File: src/rtl/rpn_pkg.sv
package rpn_pkg;

  localparam int OP_W      = 3;
  localparam int OPERAND_W = 32;
  localparam int RESULT_W  = 32;
  localparam int EXT_W     = 64;  // widest internal data word
  localparam int MUL_DIGIT = 8;   // multiplier bits retired per cycle

  typedef enum logic [OP_W-1:0] {
    OP_PUSH = 3'd0,
    OP_ADD  = 3'd1,
    OP_SUB  = 3'd2,
    OP_MUL  = 3'd3,
    OP_DIV  = 3'd4
  } op_t;

  typedef enum logic [1:0] {
    ST_OK        = 2'd0,
    ST_UNDERFLOW = 2'd1,
    ST_OVERFLOW  = 2'd2,
    ST_DIV_ZERO  = 2'd3
  } status_t;

  // controller -> datapath
  typedef struct packed {
    logic    load;      // latch the incoming token
    logic    push;      // push latched operand
    logic    fetch;     // read entry below top of stack
    logic    pop_alu;   // replace two entries by add/sub result
    logic    md_start;  // start multiply or divide
    logic    pop_md;    // replace two entries by mul/div result
    logic    set_err;
    status_t err_code;
    logic    emit;      // load output register, clear stack
  } cmd_t;

  // datapath -> controller
  typedef struct packed {
    logic [OP_W-1:0] op;
    logic            last;
    logic            err_set;
    logic            depth_zero;
    logic            depth_full;
    logic            depth_lt2;
    logic            divisor_zero;
    logic            md_done;
    logic            out_busy;
  } stat_t;

endpackage

File: src/rtl/rpn_token_if.sv
interface rpn_token_if;
  logic                                 valid;
  logic                                 ready;
  logic [rpn_pkg::OP_W-1:0]             operation;
  logic signed [rpn_pkg::OPERAND_W-1:0] operand;
  logic                                 last_token;

  modport source(output valid, operation, operand, last_token, input ready);
  modport sink(input valid, operation, operand, last_token, output ready);
endinterface

File: src/rtl/rpn_result_if.sv
interface rpn_result_if;
  logic                                valid;
  logic                                ready;
  logic signed [rpn_pkg::RESULT_W-1:0] result;
  logic [1:0]                          status;

  modport source(output valid, result, status, input ready);
  modport sink(input valid, result, status, output ready);
endinterface

File: src/rtl/rpn_stack_evaluator.sv
// Push, undefined opcode, underflow or a token after an error end at decode;
// add/subtract and divide by zero also fetch the entry below; multiply
// and divide run the shared iterative unit, retiring 8 or 1 bits per cycle.
// A last token then emits, held while an earlier result waits unaccepted;
// the result transaction shows the next cycle. Sync reset (rst) empties the
// stack, clears the error and drops any pending result; memory is not cleared.
module rpn_stack_evaluator #(
  parameter int STACK_DEPTH = 64,
  parameter int DATA_WIDTH  = 32
) (
  input logic          clk,
  input logic          rst,
  rpn_token_if.sink    tokens,
  rpn_result_if.source results
);

  // Controller walks each token through decode, operand fetch from the
  // stack memory and, for multiply/divide, the iterative unit. The
  // datapath keeps top of stack in a register so only one memory read
  // (the entry beneath) is needed per operator.
  rpn_pkg::cmd_t  cmd;
  rpn_pkg::stat_t stat;
  logic           token_ready;

  assign tokens.ready = token_ready;

  rpn_ctrl u_ctrl (
    .clk        (clk),
    .rst        (rst),
    .token_valid(tokens.valid),
    .token_ready(token_ready),
    .stat       (stat),
    .cmd        (cmd)
  );

  // Output register decouples the result transaction from token intake;
  // the sequencer only waits on it when a second result is ready.
  rpn_dp #(
    .STACK_DEPTH(STACK_DEPTH),
    .DATA_WIDTH (DATA_WIDTH)
  ) u_dp (
    .clk       (clk),
    .rst       (rst),
    .cmd       (cmd),
    .stat      (stat),
    .operation (tokens.operation),
    .operand   (tokens.operand),
    .last_token(tokens.last_token),
    .results   (results)
  );

`ifndef SYNTH
  // one token in flight at a time
  a_one_token: assert property (@(posedge clk) disable iff (rst)
    tokens.valid && tokens.ready |=> !tokens.ready)
    else $error("token accepted while previous one still in work");

  // a result clears the expression state
  a_emit_clears: assert property (@(posedge clk) disable iff (rst)
    cmd.emit |=> stat.depth_zero && !stat.err_set)
    else $error("stack or error not cleared after result");

  // controller never pushes onto a full stack
  a_no_overflow: assert property (@(posedge clk) disable iff (rst)
    cmd.push |-> !stat.depth_full && !stat.err_set)
    else $error("push onto full stack or after error");

  // error results carry zero
  a_err_zero: assert property (@(posedge clk) disable iff (rst)
    results.valid && (results.status != rpn_pkg::ST_OK) |-> results.result == '0)
    else $error("nonzero result with error status");
`endif

endmodule

File: src/rtl/rpn_muldiv.sv
// Shared iterative unit: radix-256 multiply or restoring signed divide.
module rpn_muldiv #(
  parameter int DATA_WIDTH = 32
) (
  input  logic                  clk,
  input  logic                  rst,
  input  logic                  start,
  input  logic                  is_div,
  input  logic [DATA_WIDTH-1:0] a,
  input  logic [DATA_WIDTH-1:0] b,
  output logic                  done,
  output logic [DATA_WIDTH-1:0] q
);

  localparam int MUL_STEPS = (DATA_WIDTH + rpn_pkg::MUL_DIGIT - 1) / rpn_pkg::MUL_DIGIT;
  localparam int CNT_W     = $clog2(DATA_WIDTH + 1);
  localparam int PP_W      = DATA_WIDTH + rpn_pkg::MUL_DIGIT;

  // r_a: accumulator / remainder, r_b: multiplicand / divisor,
  // r_c: multiplier / quotient
  logic [DATA_WIDTH-1:0] r_a, r_b, r_c;
  logic                  div_q, neg;
  logic                  busy;
  logic [CNT_W-1:0]      cnt;

  logic [DATA_WIDTH-1:0] abs_a, abs_b;
  logic [PP_W-1:0]       pp;
  logic [DATA_WIDTH:0]   trial, diff;
  logic                  fits;

  assign abs_a = a[DATA_WIDTH-1] ? (~a + DATA_WIDTH'(1)) : a;
  assign abs_b = b[DATA_WIDTH-1] ? (~b + DATA_WIDTH'(1)) : b;

  assign pp    = PP_W'(r_b) * PP_W'(r_c[rpn_pkg::MUL_DIGIT-1:0]);
  assign trial = {r_a, r_c[DATA_WIDTH-1]};
  assign diff  = trial - {1'b0, r_b};
  assign fits  = trial >= {1'b0, r_b};

  assign done = busy && (cnt == '0);
  assign q    = div_q ? (neg ? (~r_c + DATA_WIDTH'(1)) : r_c) : r_a;

  always_ff @(posedge clk) begin
    if (rst) begin
      busy <= 1'b0;
      cnt  <= '0;
    end else if (start) begin
      busy <= 1'b1;
      cnt  <= is_div ? CNT_W'(DATA_WIDTH) : CNT_W'(MUL_STEPS);
    end else if (busy) begin
      if (cnt == '0) begin
        busy <= 1'b0;
      end else begin
        cnt <= cnt - CNT_W'(1);
      end
    end
  end

  always_ff @(posedge clk) begin
    if (start) begin
      div_q <= is_div;
      neg   <= a[DATA_WIDTH-1] ^ b[DATA_WIDTH-1];
      r_a   <= '0;
      r_b   <= is_div ? abs_b : a;
      r_c   <= is_div ? abs_a : b;
    end else if (busy && (cnt != '0)) begin
      if (div_q) begin
        r_a <= fits ? diff[DATA_WIDTH-1:0] : trial[DATA_WIDTH-1:0];
        r_c <= {r_c[DATA_WIDTH-2:0], fits};
      end else begin
        r_a <= r_a + pp[DATA_WIDTH-1:0];
        r_b <= r_b << rpn_pkg::MUL_DIGIT;
        r_c <= r_c >> rpn_pkg::MUL_DIGIT;
      end
    end
  end

endmodule

File: src/rtl/rpn_dp.sv
// Stack datapath: top of stack in a register, the rest in a memory.
module rpn_dp #(
  parameter int STACK_DEPTH = 64,
  parameter int DATA_WIDTH  = 32
) (
  input  logic                                 clk,
  input  logic                                 rst,
  input  rpn_pkg::cmd_t                        cmd,
  output rpn_pkg::stat_t                       stat,
  input  logic [rpn_pkg::OP_W-1:0]             operation,
  input  logic signed [rpn_pkg::OPERAND_W-1:0] operand,
  input  logic                                 last_token,
  rpn_result_if.source                         results
);

  localparam int ADDR_W  = $clog2(STACK_DEPTH);
  localparam int DEPTH_W = $clog2(STACK_DEPTH + 1);

  logic [DATA_WIDTH-1:0]        mem [STACK_DEPTH];
  logic [DATA_WIDTH-1:0]        tos, below, opnd_q;
  logic [rpn_pkg::OP_W-1:0]     op_q;
  logic                         last_q;
  logic [DEPTH_W-1:0]           depth;
  rpn_pkg::status_t             err;
  logic                         out_valid;
  logic [rpn_pkg::RESULT_W-1:0] out_result;
  rpn_pkg::status_t             out_status;

  logic signed [rpn_pkg::EXT_W-1:0] opnd_ext, tos_ext;
  logic signed [DATA_WIDTH-1:0]     tos_s;
  logic [DEPTH_W-1:0]               top_idx, below_idx;
  logic [DATA_WIDTH-1:0]            alu_res, md_q;
  logic                             md_done;

  assign opnd_ext  = rpn_pkg::EXT_W'(operand);
  assign tos_s     = tos;
  assign tos_ext   = rpn_pkg::EXT_W'(tos_s);
  assign top_idx   = depth - DEPTH_W'(1);
  assign below_idx = depth - DEPTH_W'(2);
  assign alu_res   = (op_q == rpn_pkg::OP_SUB) ? (below - tos) : (below + tos);

  rpn_muldiv #(
    .DATA_WIDTH(DATA_WIDTH)
  ) u_muldiv (
    .clk   (clk),
    .rst   (rst),
    .start (cmd.md_start),
    .is_div(op_q == rpn_pkg::OP_DIV),
    .a     (below),
    .b     (tos),
    .done  (md_done),
    .q     (md_q)
  );

  always_ff @(posedge clk) begin
    if (rst) begin
      depth     <= '0;
      err       <= rpn_pkg::ST_OK;
      out_valid <= 1'b0;
    end else begin
      if (cmd.emit) begin
        depth <= '0;
      end else if (cmd.push) begin
        depth <= depth + DEPTH_W'(1);
      end else if (cmd.pop_alu || cmd.pop_md) begin
        depth <= depth - DEPTH_W'(1);
      end
      if (cmd.emit) begin
        err <= rpn_pkg::ST_OK;
      end else if (cmd.set_err) begin
        err <= cmd.err_code;
      end
      if (cmd.emit) begin
        out_valid <= 1'b1;
      end else if (results.ready) begin
        out_valid <= 1'b0;
      end
    end
  end

  always_ff @(posedge clk) begin
    if (cmd.load) begin
      op_q   <= operation;
      last_q <= last_token;
      opnd_q <= opnd_ext[DATA_WIDTH-1:0];
    end
    if (cmd.push) begin
      tos <= opnd_q;
    end else if (cmd.pop_alu) begin
      tos <= alu_res;
    end else if (cmd.pop_md) begin
      tos <= md_q;
    end
    if (cmd.emit) begin
      out_status <= (err != rpn_pkg::ST_OK) ? err :
                    ((depth == '0) ? rpn_pkg::ST_UNDERFLOW : rpn_pkg::ST_OK);
      out_result <= ((err == rpn_pkg::ST_OK) && (depth != '0)) ?
                    tos_ext[rpn_pkg::RESULT_W-1:0] : '0;
    end
  end

  // old top spills into the memory on a push
  always_ff @(posedge clk) begin
    if (cmd.push && (depth != '0)) begin
      mem[top_idx[ADDR_W-1:0]] <= tos;
    end
    if (cmd.fetch) begin
      below <= mem[below_idx[ADDR_W-1:0]];
    end
  end

  assign results.valid  = out_valid;
  assign results.result = out_result;
  assign results.status = out_status;

  assign stat.op           = op_q;
  assign stat.last         = last_q;
  assign stat.err_set      = err != rpn_pkg::ST_OK;
  assign stat.depth_zero   = depth == '0;
  assign stat.depth_full   = depth == DEPTH_W'(STACK_DEPTH);
  assign stat.depth_lt2    = depth < DEPTH_W'(2);
  assign stat.divisor_zero = tos == '0;
  assign stat.md_done      = md_done;
  assign stat.out_busy     = out_valid && !results.ready;

endmodule

File: src/rtl/rpn_ctrl.sv
// Token sequencer: one token at a time.
module rpn_ctrl (
  input  logic           clk,
  input  logic           rst,
  input  logic           token_valid,
  output logic           token_ready,
  input  rpn_pkg::stat_t stat,
  output rpn_pkg::cmd_t  cmd
);

  typedef enum logic [2:0] {
    S_IDLE,
    S_EXEC,
    S_OPER,
    S_MD,
    S_EMIT
  } state_t;

  state_t state, state_next, state_done;

  assign token_ready = state == S_IDLE;
  assign state_done  = stat.last ? S_EMIT : S_IDLE;

  always_ff @(posedge clk) begin
    if (rst) begin
      state <= S_IDLE;
    end else begin
      state <= state_next;
    end
  end

  always_comb begin
    cmd        = '0;
    state_next = state;
    unique case (state)
      S_IDLE: begin
        if (token_valid) begin
          cmd.load   = 1'b1;
          state_next = S_EXEC;
        end
      end
      S_EXEC: begin
        state_next = state_done;
        if (!stat.err_set) begin
          unique case (stat.op)
            rpn_pkg::OP_PUSH: begin
              if (stat.depth_full) begin
                cmd.set_err  = 1'b1;
                cmd.err_code = rpn_pkg::ST_OVERFLOW;
              end else begin
                cmd.push = 1'b1;
              end
            end
            rpn_pkg::OP_ADD, rpn_pkg::OP_SUB, rpn_pkg::OP_MUL, rpn_pkg::OP_DIV: begin
              if (stat.depth_lt2) begin
                cmd.set_err  = 1'b1;
                cmd.err_code = rpn_pkg::ST_UNDERFLOW;
              end else begin
                cmd.fetch  = 1'b1;
                state_next = S_OPER;
              end
            end
            default: ;  // undefined opcode: no effect
          endcase
        end
      end
      S_OPER: begin
        state_next = state_done;
        unique case (stat.op)
          rpn_pkg::OP_MUL: begin
            cmd.md_start = 1'b1;
            state_next   = S_MD;
          end
          rpn_pkg::OP_DIV: begin
            if (stat.divisor_zero) begin
              cmd.set_err  = 1'b1;
              cmd.err_code = rpn_pkg::ST_DIV_ZERO;
            end else begin
              cmd.md_start = 1'b1;
              state_next   = S_MD;
            end
          end
          default: cmd.pop_alu = 1'b1;  // add or subtract
        endcase
      end
      S_MD: begin
        if (stat.md_done) begin
          cmd.pop_md = 1'b1;
          state_next = state_done;
        end
      end
      S_EMIT: begin
        if (!stat.out_busy) begin
          cmd.emit   = 1'b1;
          state_next = S_IDLE;
        end
      end
      default: state_next = S_IDLE;
    endcase
  end

endmodule

File: src/flat_wrapper.sv
// flat-port wrapper written by rule: the top's interface ports become plain ports
module rpn_stack_evaluator_flat 
#(
  parameter int STACK_DEPTH = 64,
  parameter int DATA_WIDTH  = 32
)
  (clk, rst, tokens_valid, tokens_operation, tokens_operand, tokens_last_token, tokens_ready, results_valid, results_result, results_status, results_ready);
  rpn_token_if tokens_i ();
  rpn_result_if results_i ();
  input logic clk;
  input logic rst;
  input wire logic [$bits(tokens_i.valid)-1:0] tokens_valid;
  input wire logic [$bits(tokens_i.operation)-1:0] tokens_operation;
  input wire logic [$bits(tokens_i.operand)-1:0] tokens_operand;
  input wire logic [$bits(tokens_i.last_token)-1:0] tokens_last_token;
  output wire logic [$bits(tokens_i.ready)-1:0] tokens_ready;
  output wire logic [$bits(results_i.valid)-1:0] results_valid;
  output wire logic [$bits(results_i.result)-1:0] results_result;
  output wire logic [$bits(results_i.status)-1:0] results_status;
  input wire logic [$bits(results_i.ready)-1:0] results_ready;
  assign tokens_i.valid = tokens_valid;
  assign tokens_i.operation = tokens_operation;
  assign tokens_i.operand = tokens_operand;
  assign tokens_i.last_token = tokens_last_token;
  assign tokens_ready = tokens_i.ready;
  assign results_valid = results_i.valid;
  assign results_result = results_i.result;
  assign results_status = results_i.status;
  assign results_i.ready = results_ready;
  rpn_stack_evaluator #(.STACK_DEPTH(STACK_DEPTH), .DATA_WIDTH(DATA_WIDTH)) u_core (.clk(clk), .rst(rst), .tokens(tokens_i), .results(results_i));
endmodule
File: config.mk
export PLATFORM = sky130hd
export DESIGN_NAME = rpn_stack_evaluator_flat
export DESIGN_NICKNAME = d
export VERILOG_FILES = /design/src/rtl/rpn_pkg.sv /design/src/rtl/rpn_token_if.sv /design/src/rtl/rpn_result_if.sv /design/src/rtl/rpn_stack_evaluator.sv /design/src/rtl/rpn_muldiv.sv /design/src/rtl/rpn_dp.sv /design/src/rtl/rpn_ctrl.sv /design/src/flat_wrapper.sv
export SDC_FILE = /design/constraint.sdc
export NUM_CORES = 2
export LEC_CHECK = 0
export ABC_AREA = 1
export BUFFER_PORTS_ARGS = -buffer_cell sky130_fd_sc_hd__buf_2
export CAP_MARGIN = 0
export CORE_ASPECT_RATIO = 1.4
export CORE_MARGIN = 5
export CORE_UTILIZATION = 30
export CTS_CLUSTER_SIZE = 28
export DETAILED_ROUTE_END_ITERATION = 10
export GPL_ROUTABILITY_DRIVEN = 1
export SLEW_MARGIN = 20
export SYNTH_ARGS = -nofsm -noshare
export SYNTH_HDL_FRONTEND = slang
export SYNTH_HIERARCHICAL = 1
export SYNTH_SLANG_ARGS = --single-unit
File: constraint.sdc
create_clock -name clk -period 11.8 [get_ports clk]
set_clock_uncertainty 0.05 [all_clocks]
set_input_delay 1.77 -clock clk [delete_from_list [all_inputs] [get_ports clk]]
set_output_delay 1.77 -clock clk [all_outputs]
set_load 0.05 [all_outputs]
==> results <==
- The number of antenna violations at the first check in global routing is 15.
- Setup repair after global routing left no endpoint under its margin.
- The ratio of total power to cell area is 175.0 nW/µm².
- Setup violations remaining at the end of the flow were counted as 0.
- The per-instance average area after synthesis is 10.42 µm².
- The fraction of final layout cells sized beyond drive strength 1 is 0.06580.
- In the routed layout, each cell is associated on average with a via count of 5.153.
- In this run the tool buffered the top-level ports with 75 buffer cells.
- Clock-pin slew was measured on the worst setup and hold paths at 0.07 ns.
- The number of nets handed over by synthesis was 10840.
- The post-CTS setup-driven buffer insertion count is 0.
- Routability-driven placement finished with a final weighted congestion of 0.9835.
- The number of buffers inserted during clock tree synthesis is 208.
- For this design, the CTS-stage hold fixing added 0 buffers.
- The via count of the first global-routing pass is 75350.
- The distinct cell type count after synthesis is 59.
- The endpoint type of the worst setup path is a flop.
- The count of nets after finishing is 10680.
- The max-slew violation count is 0.
- For this run, asynchronously set or reset flops after synthesis account for 0.
- Fill cells in the final layout number 36330.
- The worst-case clock buffer depth is 4.
- Global routing finished with a remaining overflow of 0.
- Max-cap violations in this run came to 0.
- The final wirelength is 364500 µm.
- The cell taking the most area after synthesis is sky130_fd_sc_hd__edfxtp_1.
- In this run the static leakage power is 44.77 nW.
- For this run, the top clock speed supported by timing is 0.1506 GHz.
- The actual slew at the worst max-slew pin is 1.178 ns.
- The wire length of the first global-routing pass is 520300 µm.
- The DRC marker count from the first detailed-route iteration is 8489.
- The final critical delay including setup and external delays is 6.642 ns.
- The worst setup path is of the reg -> reg kind.
- The remaining number of nets flagged by the antenna check after routing is 0.
- The path category of the worst min-delay check is reg -> reg.
- After detailed routing, the number of remaining DRC violations is 0.
- From synthesis to final layout, the design area changed by 11.28%.
- The gate count of the mapped netlist is 10500.
- The portion of the post-synthesis area used by sequential elements is 0.6265.
- In this run the vertical extent of the chip is 724.5 µm.
- The routed length per placed instance is 23.88 µm.
- The highest net fanout along the worst path is 92.
- The most used flip-flop cell after synthesis is sky130_fd_sc_hd__edfxtp_1.
- STA classifies the critical path startpoint as a flop.
- The die outline width is 520.4 µm.
- The routed layout has 78630 vias.
- The run finished with clean final reports.
- Once layout is complete, the utilization of the core stands at 0.3349.
- Measured against its own limit, the worst slew margin works out to 0.2149.
- Of the available clock period, the critical path in the final layout requires 0.5629.
- Among all cell types in the netlist, the one instantiated most often is sky130_fd_sc_hd__edfxtp_1.
- In this run the number of H-tree levels came out at 4.
- VDD sags by at most 0.1217 mV.
- In this run the count of I/O pins placed on the die edge is 76.
- The post-synth design cell area is 109400 µm².
- For this configuration, the core starts out at a cell density of 0.3009.
- The pin count of the biggest net entering global routing is 195.
- Yosys attributes the largest share of cell area to sky130_fd_sc_hd__edfxtp_1, sky130_fd_sc_hd__nand2_1, sky130_fd_sc_hd__o21ai_0.
- The initialized floorplan defines 262 standard-cell rows.
- The floorplan die area is 377000 µm².
- Data arrives at the worst endpoint at 7.05 ns.
- In this run, synthesis inferred 2248 flip-flops with an integrated enable.
- For this run, the total global-route usage over all layers was measured as 0.1857.
- The number of synthesized register bits is 2300.
- The clock root buffer is sky130_fd_sc_hd__clkbuf_16.
- The number of warnings printed during yosys synthesis is 6.
- Detailed placement finished with a half-perimeter wire length of 232600 µm.
- Post-CTS repair changed the size of 0 cells.
- The core outline area is 363500 µm².
- Setup total negative slack on the finished layout was measured at 0 ns.
- Counting instances in the post-synthesis netlist gives the leading cell types as sky130_fd_sc_hd__edfxtp_1, sky130_fd_sc_hd__nand2_1, sky130_fd_sc_hd__nor2_1, sky130_fd_sc_hd__o21ai_0, sky130_fd_sc_hd__inv_1.
- The final count of hold timing violations is 0.
- The number of search-and-repair iterations in the first detailed-routing pass is 6.
- For the worst setup path, the data required time is 12.21 ns.
- The fraction of post-synthesis cell area in the top cell type by area is 0.6170.
- TritonCTS built the clock tree.
- The number of clock sinks seen by CTS is 2300.
- For the worst-skew pair, the clock arrives at the later sink with an insertion delay of 0.87 ns.
## sequential cells by signal, summed over array words and instances (netlist names)
| name | flops |
|---|---|
| u_core/u_dp/op_q | 3 |
| u_core/u_ctrl/state | 3 |
| u_core/u_dp/depth | 7 |
| u_core/u_dp/opnd_q | 32 |
| u_core/u_dp/below | 32 |
| u_core/u_dp/results.valid | 1 |
| u_core/u_dp/u_muldiv/neg | 1 |
| u_core/u_dp/u_muldiv/busy | 1 |
| u_core/u_dp/tos | 32 |
| u_core/u_dp/u_muldiv/r_a | 32 |
| u_core/u_dp/u_muldiv/cnt | 6 |
| u_core/u_dp/results.result | 32 |
| u_core/u_dp/u_muldiv/r_b | 32 |
| u_core/u_dp/err | 2 |
| u_core/u_dp/mem | 2048 |
| u_core/u_dp/u_muldiv/div_q | 1 |
| u_core/u_dp/results.status | 2 |
| u_core/u_dp/u_muldiv/r_c | 32 |
| u_core/u_dp/last_q | 1 |
## layout make-up
| type | instances | area [µm²] | share of cell area |
|---|---|---|---|
| diodes | 7 | 17.52 | 0.0001439 |
| clock buffers | 234 | 5344 | 0.04390 |
| clock inverters | 138 | 1346 | 0.01106 |
| inverters | 958 | 3642 | 0.02992 |
| multi-input cells | 6649 | 35050 | 0.2879 |
| flip-flops and latches | 2300 | 68550 | 0.5631 |
| well taps | 4752 | 5946 | 0.04884 |
| repair buffers | 223 | 1837 | 0.01509 |
## power by group
part	total, mW	internal (mW)	switching, mW
registers	9.17	9.05	0.125
logic	5.29	1.49	3.81
clock network	6.84	3.78	3.06
## per-stage QoR
stage / cells / power [mW] / hold WS (ns) / area [µm²] / worst slack (ns)
2_1_floorplan: 10500 / 12.71 / 0.4095 / 109400 / 5.513
3_3_place_gp: 14870 / 14.55 / 0.3867 / 114700 / 5.287
3_5_place_dp: 14870 / 14.56 / 0.3909 / 114800 / 5.255
4_1_cts: 15240 / 21.35 / 0.4055 / 121500 / 5.221
5_1_grt: 15260 / 22.24 / 0.4229 / 121700 / 4.857
6_report: 15260 / 21.31 / 0.4028 / 121700 / 5.158
## kinds of logic (layout without fill, tap and decap cells)
family / after synthesis / in the layout / synth area share
AND/OR/NAND/NOR: 4227 / 4227 / 0.1577
AO/OA/AOI/OAI: 2016 / 2016 / 0.1013
adder cells (fa/ha/maj): 304 / 304 / 0.04767
other: 0 / 7 / 0
XOR/XNOR: 102 / 102 / 0.008715
flip-flops: 2300 / 2300 / 0.6265
buffers and inverters: 1547 / 1553 / 0.05814
## metal layers
metal / track usage / share of wire / up-vias
li1: - / - / 35840
met1: 0.2157 / 0.36 / 38640
met2: 0.3115 / 0.48 / 3273
met3: 0.02363 / 0.066 / 874
met4: 0.1433 / 0.092 / 4
met5: 0 / 0.000058 / -
## worst max-delay path, stage by stage (launching register included)
cell                       delay [ns]
sky130_fd_sc_hd__dfxtp_4         0.81
sky130_fd_sc_hd__inv_8           0.38
sky130_fd_sc_hd__ha_1            0.33
sky130_fd_sc_hd__nand2_1         0.11
sky130_fd_sc_hd__nor3_1          0.08
sky130_fd_sc_hd__nor3_2          0.17
sky130_fd_sc_hd__buf_4           0.53
sky130_fd_sc_hd__clkinv_1        0.69
sky130_fd_sc_hd__nor2_2          0.60
sky130_fd_sc_hd__nand3_2         0.99
sky130_fd_sc_hd__nor2_4          1.30
## cells in the final DEF, fill, tap and decap left out, types with 23 or more instances in the layout
| master | count |
|---|---|
| sky130_fd_sc_hd__edfxtp_1 | 2248 |
| sky130_fd_sc_hd__nand2_1 | 1938 |
| sky130_fd_sc_hd__nor2_1 | 1404 |
| sky130_fd_sc_hd__o21ai_0 | 1191 |
| sky130_fd_sc_hd__inv_1 | 927 |
| sky130_fd_sc_hd__nand3_1 | 604 |
| sky130_fd_sc_hd__o22ai_1 | 521 |
| sky130_fd_sc_hd__clkbuf_16 | 209 |
| sky130_fd_sc_hd__fa_1 | 188 |
| sky130_fd_sc_hd__a21oi_1 | 183 |
| sky130_fd_sc_hd__buf_4 | 123 |
| sky130_fd_sc_hd__ha_1 | 115 |
| sky130_fd_sc_hd__xor2_1 | 84 |
| sky130_fd_sc_hd__buf_2 | 75 |
| sky130_fd_sc_hd__nor2_4 | 67 |
| sky130_fd_sc_hd__nand4_1 | 61 |
| sky130_fd_sc_hd__clkinv_1 | 52 |
| sky130_fd_sc_hd__dfxtp_1 | 50 |
| sky130_fd_sc_hd__nor3_1 | 49 |
| sky130_fd_sc_hd__clkinv_2 | 43 |
| sky130_fd_sc_hd__o211ai_1 | 27 |
| sky130_fd_sc_hd__nand3b_1 | 27 |
| sky130_fd_sc_hd__o221ai_1 | 27 |
| sky130_fd_sc_hd__bufinv_16 | 24 |
| sky130_fd_sc_hd__clkbuf_1 | 23 |
## path summary, 6_finish.rpt
| kind | endpoint | slack (ns) | depth (start not counted) | from |
|---|---|---|---|---|
| worst max-delay path | u_core/u_dp/mem[48][22]$_DFFE_PP_ | 5.16 | 10 | u_core/u_dp/depth[1]$_SDFFE_PP0P_ |
| worst min-delay path | u_core/u_dp/results.status[1]$_SDFFCE_PN0P_ | 0.40 | 0 | u_core/u_dp/err[1]$_SDFFE_PP0P_ |
| worst max register to register | u_core/u_dp/mem[48][22]$_DFFE_PP_ | 5.16 | 10 | u_core/u_dp/depth[1]$_SDFFE_PP0P_ |
| worst min register to register | u_core/u_dp/results.status[1]$_SDFFCE_PN0P_ | 0.40 | 0 | u_core/u_dp/err[1]$_SDFFE_PP0P_ |
No activity file was read; power rests on OpenSTA's default activity.
